[config.mk]
export PLATFORM = sky130hd
export DESIGN_NAME = particle_sensor_frame_alert
export DESIGN_NICKNAME = d
export VERILOG_FILES = /design/src/rtl/core/psfa_pkg.sv /design/src/rtl/core/psfa_parser.sv /design/src/rtl/core/psfa_out_buf.sv /design/src/rtl/core/particle_sensor_frame_alert.sv
export SDC_FILE = /design/constraint.sdc
export NUM_CORES = 1
export LEC_CHECK = 0
export ABC_AREA = 0
export BUFFER_PORTS_ARGS = -buffer_cell sky130_fd_sc_hd__buf_2
export CORE_ASPECT_RATIO = 0.7
export CORE_MARGIN = 4
export CORE_UTILIZATION = 60
export CTS_CLUSTER_SIZE = 25
export DETAILED_ROUTE_END_ITERATION = 10
export GPL_ROUTABILITY_DRIVEN = 0
export GPL_TIMING_DRIVEN = 0
export PLACE_DENSITY = 0.8
export SETUP_SLACK_MARGIN = 0.3
export SKIP_LAST_GASP = 1
export SYNTH_ARGS = -nofsm -noshare
export SYNTH_HDL_FRONTEND = slang
export SYNTH_SLANG_ARGS = --single-unit
[constraint.sdc]
create_clock -name clock -period 11.7 [get_ports clock]
set_clock_uncertainty 0.15 [all_clocks]
set_input_delay 0.585 -clock clock [delete_from_list [all_inputs] [get_ports clock]]
set_output_delay 0.585 -clock clock [all_outputs]
set_load 0.05 [all_outputs]
[src/rtl/core/psfa_pkg.sv]
// Shared types and constants for the particle sensor frame alert block.
// No dependencies; imported by every module of the block.
`timescale 1ns / 1ps

package psfa_pkg;

   localparam logic [7:0]  HDR_FIRST    = 8'h42;
   localparam logic [7:0]  HDR_SECOND   = 8'h4D;
   localparam logic [4:0]  SUM_BYTES    = 5'd28;
   localparam logic [4:0]  LAST_BODY    = 5'd29;
   localparam logic [15:0] FINE_RESET   = 16'd50;
   localparam logic [15:0] COARSE_RESET = 16'd80;

   // CSR indexes
   localparam logic CSR_FINE_LIMIT   = 1'b0;
   localparam logic CSR_COARSE_LIMIT = 1'b1;

   typedef struct packed {
      logic [15:0] pm1_value;
      logic [15:0] pm25_value;
      logic [15:0] pm10_value;
      logic        checksum_good;
      logic        air_alert;
   } result_type;

endpackage

[src/rtl/core/psfa_parser.sv]
// Frame hunt, checksum and value capture; builds the result on the last body byte.
// Depends on psfa_pkg.
`timescale 1ns / 1ps

module psfa_parser (
   input  logic                 clock,
   input  logic                 reset,
   input  logic                 byte_accept,
   input  logic [7:0]           rx_byte,
   input  logic [15:0]          fine_limit,
   input  logic [15:0]          coarse_limit,
   output logic                 result_valid,
   output psfa_pkg::result_type result
);
   import psfa_pkg::*;

   localparam logic [1:0] PH_HUNT   = 2'd0;
   localparam logic [1:0] PH_SECOND = 2'd1;
   localparam logic [1:0] PH_BODY   = 2'd2;

   logic [1:0]  phase_ff, phase_in;
   logic [4:0]  count_ff, count_in;
   logic [15:0] sum_ff, sum_in;
   logic [15:0] pm1_ff, pm1_in;
   logic [15:0] pm25_ff, pm25_in;
   logic [15:0] pm10_ff, pm10_in;
   logic [7:0]  chk_hi_ff, chk_hi_in;

   logic        last_byte;
   logic        good;
   logic [15:0] recv_sum;
   logic [15:0] p1, p25, p10;

   always_comb begin
      phase_in  = phase_ff;
      count_in  = count_ff;
      sum_in    = sum_ff;
      pm1_in    = pm1_ff;
      pm25_in   = pm25_ff;
      pm10_in   = pm10_ff;
      chk_hi_in = chk_hi_ff;
      last_byte = 1'b0;
      if (byte_accept) begin
         case (phase_ff)
            PH_HUNT: begin
               if (rx_byte == HDR_FIRST) phase_in = PH_SECOND;
            end
            PH_SECOND: begin
               if (rx_byte == HDR_SECOND) begin
                  phase_in = PH_BODY;
                  count_in = '0;
                  sum_in   = {8'h00, HDR_FIRST} + {8'h00, HDR_SECOND};
               end else if (rx_byte != HDR_FIRST) begin
                  phase_in = PH_HUNT;
               end
            end
            PH_BODY: begin
               if (count_ff < SUM_BYTES) sum_in = sum_ff + {8'h00, rx_byte};
               case (count_ff)
                  5'd10:   pm1_in  = {rx_byte, 8'h00};
                  5'd11:   pm1_in  = {pm1_ff[15:8], rx_byte};
                  5'd12:   pm25_in = {rx_byte, 8'h00};
                  5'd13:   pm25_in = {pm25_ff[15:8], rx_byte};
                  5'd14:   pm10_in = {rx_byte, 8'h00};
                  5'd15:   pm10_in = {pm10_ff[15:8], rx_byte};
                  5'd28:   chk_hi_in = rx_byte;
                  default: ;
               endcase
               if (count_ff == LAST_BODY) begin
                  last_byte = 1'b1;
                  phase_in  = PH_HUNT;
                  count_in  = '0;
               end else begin
                  count_in = count_ff + 5'd1;
               end
            end
            default: phase_in = PH_HUNT;
         endcase
      end
   end

   // result from held values and the low checksum byte in flight
   assign recv_sum = {chk_hi_ff, rx_byte};
   assign good     = (recv_sum == sum_ff);
   assign p1       = good ? pm1_ff  : 16'h0000;
   assign p25      = good ? pm25_ff : 16'h0000;
   assign p10      = good ? pm10_ff : 16'h0000;

   assign result_valid         = last_byte;
   assign result.pm1_value     = p1;
   assign result.pm25_value    = p25;
   assign result.pm10_value    = p10;
   assign result.checksum_good = good;
   assign result.air_alert     = (p25 > fine_limit) || (p10 > coarse_limit);

   always_ff @(posedge clock) begin
      if (reset) begin
         phase_ff <= PH_HUNT;
         count_ff <= '0;
      end else begin
         phase_ff <= phase_in;
         count_ff <= count_in;
      end
      sum_ff    <= sum_in;
      pm1_ff    <= pm1_in;
      pm25_ff   <= pm25_in;
      pm10_ff   <= pm10_in;
      chk_hi_ff <= chk_hi_in;
   end

endmodule

[src/rtl/core/psfa_out_buf.sv]
// Two-entry result buffer: output register plus skid entry.
// Depends on psfa_pkg.
`timescale 1ns / 1ps

module psfa_out_buf (
   input  logic                 clock,
   input  logic                 reset,
   input  logic                 push,
   input  psfa_pkg::result_type push_data,
   output logic                 full,
   output logic                 out_valid,
   input  logic                 out_stall,
   output psfa_pkg::result_type out_data
);
   import psfa_pkg::*;

   logic       main_valid_ff, main_valid_in;
   logic       skid_valid_ff, skid_valid_in;
   result_type main_ff, main_in;
   result_type skid_ff, skid_in;
   logic       pop;

   assign pop = main_valid_ff && !out_stall;

   always_comb begin
      main_valid_in = main_valid_ff;
      skid_valid_in = skid_valid_ff;
      main_in       = main_ff;
      skid_in       = skid_ff;
      if (skid_valid_ff) begin
         if (pop) begin
            main_in       = skid_ff;
            skid_valid_in = 1'b0;
         end
      end else if (push) begin
         if (!main_valid_ff || pop) begin
            main_in       = push_data;
            main_valid_in = 1'b1;
         end else begin
            skid_in       = push_data;
            skid_valid_in = 1'b1;
         end
      end else if (pop) begin
         main_valid_in = 1'b0;
      end
   end

   always_ff @(posedge clock) begin
      if (reset) begin
         main_valid_ff <= 1'b0;
         skid_valid_ff <= 1'b0;
      end else begin
         main_valid_ff <= main_valid_in;
         skid_valid_ff <= skid_valid_in;
      end
      main_ff <= main_in;
      skid_ff <= skid_in;
   end

   assign full      = skid_valid_ff;
   assign out_valid = main_valid_ff;
   assign out_data  = main_ff;

   a_skid_needs_main: assert property (@(posedge clock) disable iff (reset)
      skid_valid_ff |-> main_valid_ff)
      else $error("skid entry held without output entry");

   a_no_push_when_full: assert property (@(posedge clock) disable iff (reset)
      push |-> !skid_valid_ff)
      else $error("result pushed into full buffer");

   a_skid_moves_up: assert property (@(posedge clock) disable iff (reset)
      (skid_valid_ff && !out_stall) |=> (main_valid_ff && main_ff == $past(skid_ff)))
      else $error("skid entry lost or reordered");

endmodule

[src/rtl/core/particle_sensor_frame_alert.sv]
// Top level of the particle sensor frame alert block.
// Depends on psfa_pkg, psfa_parser and psfa_out_buf.
`timescale 1ns / 1ps

// Usage:
//  - req_ channel: one received serial byte per beat (req_rx_byte). A beat
//    is taken at a clock edge with req_valid high and req_stall low.
//  - The parser hunts for the header 0x42 0x4D, then takes 30 body bytes.
//    The byte that closes a frame yields one rsp_ beat: the three PM values,
//    checksum_good and air_alert. A bad checksum zeroes the values.
//  - Throughput: one byte per cycle while req_stall is low, set by the byte
//    counter and 16-bit checksum adder in the parser.
//  - Result: formed combinationally from the last body byte, then registered
//    in the output register, or in the skid entry while that one is held.
//  - rsp_stall: results queue in a two-entry buffer (output register and
//    skid entry). Input keeps flowing while one result waits; req_stall is
//    raised only while both entries are occupied.
//  - csr_: write-only. Index 0 is the PM2.5 limit, index 1 the PM10 limit.
//    The limits in place when the last body byte arrives are used.
//  - Reset (synchronous, active high): parser back to the header hunt,
//    buffer emptied, limits to 50 and 80.

module particle_sensor_frame_alert (
   input  logic        clock,
   input  logic        reset,
   input  logic        req_valid,
   output logic        req_stall,
   input  logic [7:0]  req_rx_byte,
   output logic        rsp_valid,
   input  logic        rsp_stall,
   output logic [15:0] rsp_pm1_value,
   output logic [15:0] rsp_pm25_value,
   output logic [15:0] rsp_pm10_value,
   output logic        rsp_checksum_good,
   output logic        rsp_air_alert,
   input  logic        csr_write_en,
   input  logic        csr_index,
   input  logic [15:0] csr_write_data
);
   import psfa_pkg::*;

   logic [15:0] fine_limit_ff;
   logic [15:0] coarse_limit_ff;
   logic        byte_accept;
   logic        res_valid;
   result_type  res_data;
   result_type  out_data;
   logic        buf_full;

   // limit registers
   always_ff @(posedge clock) begin
      if (reset) begin
         fine_limit_ff   <= FINE_RESET;
         coarse_limit_ff <= COARSE_RESET;
      end else if (csr_write_en) begin
         case (csr_index)
            CSR_FINE_LIMIT:   fine_limit_ff   <= csr_write_data;
            CSR_COARSE_LIMIT: coarse_limit_ff <= csr_write_data;
            default: ;
         endcase
      end
   end

   assign req_stall   = buf_full;
   assign byte_accept = req_valid && !buf_full;

   psfa_parser u_parser (
      .clock        (clock),
      .reset        (reset),
      .byte_accept  (byte_accept),
      .rx_byte      (req_rx_byte),
      .fine_limit   (fine_limit_ff),
      .coarse_limit (coarse_limit_ff),
      .result_valid (res_valid),
      .result       (res_data)
   );

   psfa_out_buf u_out_buf (
      .clock     (clock),
      .reset     (reset),
      .push      (res_valid),
      .push_data (res_data),
      .full      (buf_full),
      .out_valid (rsp_valid),
      .out_stall (rsp_stall),
      .out_data  (out_data)
   );

   assign rsp_pm1_value     = out_data.pm1_value;
   assign rsp_pm25_value    = out_data.pm25_value;
   assign rsp_pm10_value    = out_data.pm10_value;
   assign rsp_checksum_good = out_data.checksum_good;
   assign rsp_air_alert     = out_data.air_alert;

endmodule

### Yosys cells after proc, flatten, opt, wreduce, memory -nomap -nowiden

Index checks and enable logic that the tools add are counted.

* add/sub/neg operators: 2
* $lt $le $gt $ge: 3
* equal/unequal tests: 21
* mux-type cells: 31
* bitwise gates (word level): 6
* reduce and logical (&&, ||, !) cells: 30

Operators with widths (count)
* 50-bit two-way mux: 4
* 16-bit one-hot mux with 2 select lines: 4
* 16-bit two-way mux: 5
* 16-bit greater-than comparator: 2
* 5-bit by 4-bit equality test with 1-bit output, second input constant: 6
* 3-bit AND reduction: 8
* 4-bit AND reduction: 5
* 16-bit by 8-bit adder with 16-bit output: 1
* 16-bit equality test: 1
* 8-bit by 7-bit equality test with 1-bit output, second input constant: 2
* 2-bit nonzero test: 7
* 5-bit equality test, second input constant: 2
* 1-bit two-way mux: 10
* 5-bit two-way mux: 2
* 2-bit by 1-bit inequality test with 1-bit output, second input constant: 5
* 5-bit one-hot mux with 2 select lines: 1
* 2-bit two-way mux: 4
* 8-bit by 7-bit inequality test with 1-bit output, second input constant: 1
* 1-bit inverter: 6
* 2-bit one-hot mux with 3 select lines: 1
* 5-bit by 1-bit adder with 5-bit output, second input constant: 1
* 5-bit < comparator, second input constant: 1
* 2-bit AND reduction: 2
* 1-bit logical NOT: 3
* other kinds (7): 9

* flip-flop bits (word level): 213
* output and inout port bits: 52
* logic and storage cells: 117

### Depth between registers and ports, before layout

* depth in word-level cells: 7
* depth in mapped cells: 13
* gate-level depth less buffers: 12

### Cells and area by module

A second synthesis with hierarchy kept.

* cells, all modules: 778
* area total of the unflattened synthesis: 10246.1 µm²

By module, submodules not included
* psfa_parser: instances 1, cells an instance 481, area an instance 4964.8 µm²
* psfa_out_buf: instances 1, cells an instance 168, area an instance 3945.0 µm²
* particle_sensor_frame_alert: instances 1, cells an instance 129, area an instance 1336.3 µm²

### Worst setup path before layout

OpenSTA, ideal clock, no wires.

* path kind: register -> register
* from: reg u_out_buf.skid_valid_ff (netlist: u_out_buf.full)
* to: reg u_out_buf.main_ff (netlist bit u_out_buf.out_data[0]), enable pin
* arrival: 5.082 ns
* slack: 5.934 ns
* cell stages (with the launch flop): 5
* period minus slack after synthesis: 5.766 ns
* cell sequence: dfxtp_1 -> buf_1 -> clkbuf_1 -> nand2_1 -> a21boi_0

* cells in the longest elaborated chain, start to end: 5

Ends and longest elaborated chain
* start: declaration: line psfa_out_buf.sv:18 `logic skid_valid_ff, skid_valid_in;`
* start signal: assignment: line psfa_out_buf.sv:54 `skid_valid_ff <= skid_valid_in;`
* 1-bit logical NOT: line particle_sensor_frame_alert.sv:65 `assign byte_accept = req_valid && !buf_full;`
* 1-bit logical AND: line particle_sensor_frame_alert.sv:65
* 1-bit two-way mux: line psfa_parser.sv:43 `if (byte_accept) begin`
* 2-bit nonzero test (no source line)
* 3-bit AND reduction (no source line) *
* end signal: assignment: line psfa_out_buf.sv:56 `main_ff <= main_in;`
* end: declaration: line psfa_out_buf.sv:19 `result_type main_ff, main_in;`

Every way passes the cells marked *; elsewhere a longest branch is shown, timed or not.
A chain may end at the register's enable or synchronous reset.

==> flow_summary_export.csv <==
group,metric,value,unit
outcome,outcome,"completed",
clock_tree,clkTransAtPathRegs,0.07,ns
cells_and_area,final_nets,977,
sta,slew_headroom,21.9,%
cells_and_area,fin_cells,1112,
power_and_ir_drop,vdd_drop_max,0.115,mV
worst_setup_path,cp.required,11.88,ns
sta,grt_setup_unrepaired,"false",
floorplanning,core,15700,um^2
logic_synthesis,synth-edff-count,172,
floorplanning,rows,38,
worst_setup_path,critPathLaunchType,"primary input",
sta,setup_viol,0,
power_and_ir_drop,pwr_density_cell,137,nW/um^2
drt,drt_iter0_drc,506,
sta,final.min_clock_period,4.13,ns
worst_hold_path,hp-class,"in2reg",
power_and_ir_drop,intPower,1220,uW
clock_tree,root_buffer,"clkbuf_16",
power_and_ir_drop,p_comb_share,3.4,%
logic_synthesis,syn_area,9710,um^2
clock_tree,cts_made_buffers,20,
drt,num_vias,6300,
global_route,grt_first_pass_wirelength,32500,um
drt,drc,0,
cells_and_area,design_area,11100,um^2
clock_tree,post_cts_buffers,0,
worst_setup_path,worstSetupEndpointType,"register",
power_and_ir_drop,seqPwrFrac,53.5,%
drt,wl,20500,um
sta,slew_violations,0,
power_and_ir_drop,switchingPower,304,uW
cells_and_area,area_growth,14.4,%
placed_design,post-place-cells,1076,
sta,hold_violations,0,
clock_tree,cts_tree,"built",
logic_synthesis,ys.flop_type,"edfxtp_1",
placed_design,hpwl,14600,um
clock_tree,hold_buffers,0,
sta,tightest_slew,1.16,ns
floorplanning,pin_count,82,
sta,whs,0.191,ns
floorplanning,dieArea,18300,um^2
global_route,grt_max_degree,36,
power_and_ir_drop,clkPwrFrac,43.1,%
logic_synthesis,syn_nets,872,
global_route,grt_pass1_vias,5954,
floorplanning,start_util,61.9,%
power_and_ir_drop,switching_share,19.9,%
logic_synthesis,synth_seq_area_share,61.6,%
placed_design,placed_area,10400,um^2
floorplanning,die_h,114,um
drt,dr.pass1.iters,5,
worst_setup_path,crit_fanout,10,
worst_setup_path,cp.arrival,4.31,ns
sta,finalCritPeriodShare,35.3,%
floorplanning,die_w,160,um
drt,routedWlPerCell,18.5,um
logic_synthesis,yosysUniqueCellTypes,50,
clock_tree,cts.sinks,213,
cells_and_area,n_antenna_cell,0,
flow_run,max-cap-violations,0,
placed_design,io_buffers,80,
cells_and_area,drive_above_1_share,20.0,%
logic_synthesis,yosysWarningCount,0,
sta,tns,0,ns
clock_tree,ctsResizeCount,0,
logic_synthesis,ys_ff_latch,213,
worst_setup_path,path_class,"in2reg",
logic_synthesis,synth_cells,793,
drt,ant_nets,0,
drt,avgViaCountPerCell,5.67,
clock_tree,htree_levels,1,
logic_synthesis,synth.avg_cell_area,12.2,um^2
global_route,antenna_found_initial,0,
clock_tree,cts_buffer_depth,3,
global_route,grt_usage,22.6,%
logic_synthesis,async_flop_share,0,%
power_and_ir_drop,power.total,1530,uW
sta,fmax,0.242,GHz
clock_tree,clk_latency,0.49,ns
power_and_ir_drop,power.leakage,0.00414,uW
global_route,overflow,0,
-- state kept, by name, indices dropped and copies added (netlist names) --
register             cells
coarse_limit_ff         16
u_parser.phase_ff        2
u_parser.count_ff        5
u_out_buf.out_data      50
u_parser.chk_hi_ff       8
u_out_buf.full           1
u_parser.pm25_ff        16
u_parser.pm1_ff         16
u_out_buf.out_valid      1
fine_limit_ff           16
u_parser.pm10_ff        16
u_parser.sum_ff         16
u_out_buf.skid_ff       50
-- cell usage after synthesis (all sizes together) (15+ instances only) --
master / count / area (um^2)
and2: 71 / 469
clkbuf: 25 / 97.6
inv: 46 / 173
dfxtp: 41 / 821
ha: 48 / 601
o21ai: 21 / 105
mux2: 48 / 541
edfxtp: 172 / 5160
nor2b: 29 / 181
a21oi: 55 / 279
nand2: 92 / 345
nand4: 15 / 93.8
nor2: 32 / 120
-- power groups by stage --
stage | Sequential, uW | Combinational (uW) | Clock (uW)
floorplan | 832 | 30.6 | 0
global placement | 833 | 49.7 | 0
CTS | 817 | 51.9 | 669
global route | 817 | 58.2 | 702
detailed placement | 833 | 51.5 | 0
finish | 817 | 52.6 | 657
-- critical path: stages --
cell      delay (ns)
buf_2           0.29
ha_1            0.33
nor4_1          0.43
nand4_1         0.26
nor4_4          0.41
clkbuf_2        0.32
and2_1          0.30
ha_1            0.20
nand4_1         0.14
or4_1           0.48
o221ai_1        0.22
o21ai_0         0.17
o211ai_1        0.18
-- cell usage in the layout, fill, tap and decap left out, types with 2 or more instances in the layout --
cell type  Yosys  layout
edfxtp_1     172     172
nand2_1       92      92
buf_2          1      82
and2_1        61      61
a21oi_1       54      53
mux2_2        48      48
ha_1          48      48
inv_1         46      46
dfxtp_1       41      41
nor2_1        32      31
clkbuf_1      22      30
nor2b_1       29      29
clkbuf_16      0      24
o21ai_0       21      21
nand4_1       15      15
nand3_1       13      13
nor3_1        11      11
and2_4        10      10
xnor2_1        9       9
and3_1         8       8
xor2_1         7       7
nand2b_1       7       7
or3_1          5       5
a211o_1        4       4
nor4_1         3       3
clkbuf_2       3       3
clkbuf_8       0       3
nand3b_1       2       2
buf_1          2       2
a221oi_1       2       2
o21a_1         2       2
o211ai_1       2       2
a21oi_2        1       2
a31oi_1        2       2
buf_12         0       2
-- final timing paths --
kind	startpoint	end	cells past startpoint	slack (ns)
max reg2reg	u_parser.sum_ff[1]	u_out_buf.out_data[0]	12	7.59
min	csr_write_data[1]	fine_limit_ff[1]	2	0.19
min reg2reg	coarse_limit_ff[9]	coarse_limit_ff[9]	2	0.31
max	req_rx_byte[2]	u_out_buf.out_data[0]	13	7.57
-- per-layer routing --
metal | global-route usage (%) | part of all wire [%] | vias to the layer above
met3 | 4.25 | 7.5 | 31
li1 | - | - | 3028
met4 | 4.41 | 1.5 | 0
met1 | 34.3 | 47 | 3006
met5 | 0 | 0 | -
met2 | 34.8 | 44 | 235
-- stage by stage --
| stage | util [%] | setup WS, ns |
|---|---|---|
| floorplan | - | 5.93 |
| global placement | 66.0 | 3.97 |
| detailed placement | 66.5 | 7.22 |
| CTS | 70.8 | 7.69 |
| global route | 70.8 | 7.41 |
| finish | 70.8 | 7.57 |
-- kinds of logic after synthesis --
kind of cell	after synthesis	share of synthesized area, %
xor gates and xnor gates	16	1.44
AOI/OAI and AO/OA	97	5.70
buffers and inverters	75	2.99
muxes	48	5.57
adders and majority gates	49	6.39
DFF	213	61.6
and+or+nand+nor	295	16.3
-- cell type report --
type,count,area (um^2)
Inverter,46,173
Multi-Input combinational cell,505,3460
Tap cell,200,250
Fill cell,1094,4580
Sequential cell,213,5990
Clock inverter,1,5.00
Clock buffer,35,672
Timing Repair Buffer,83,445
Buffer,29,118
Note: power is estimated with default switching activity, not from simulation.
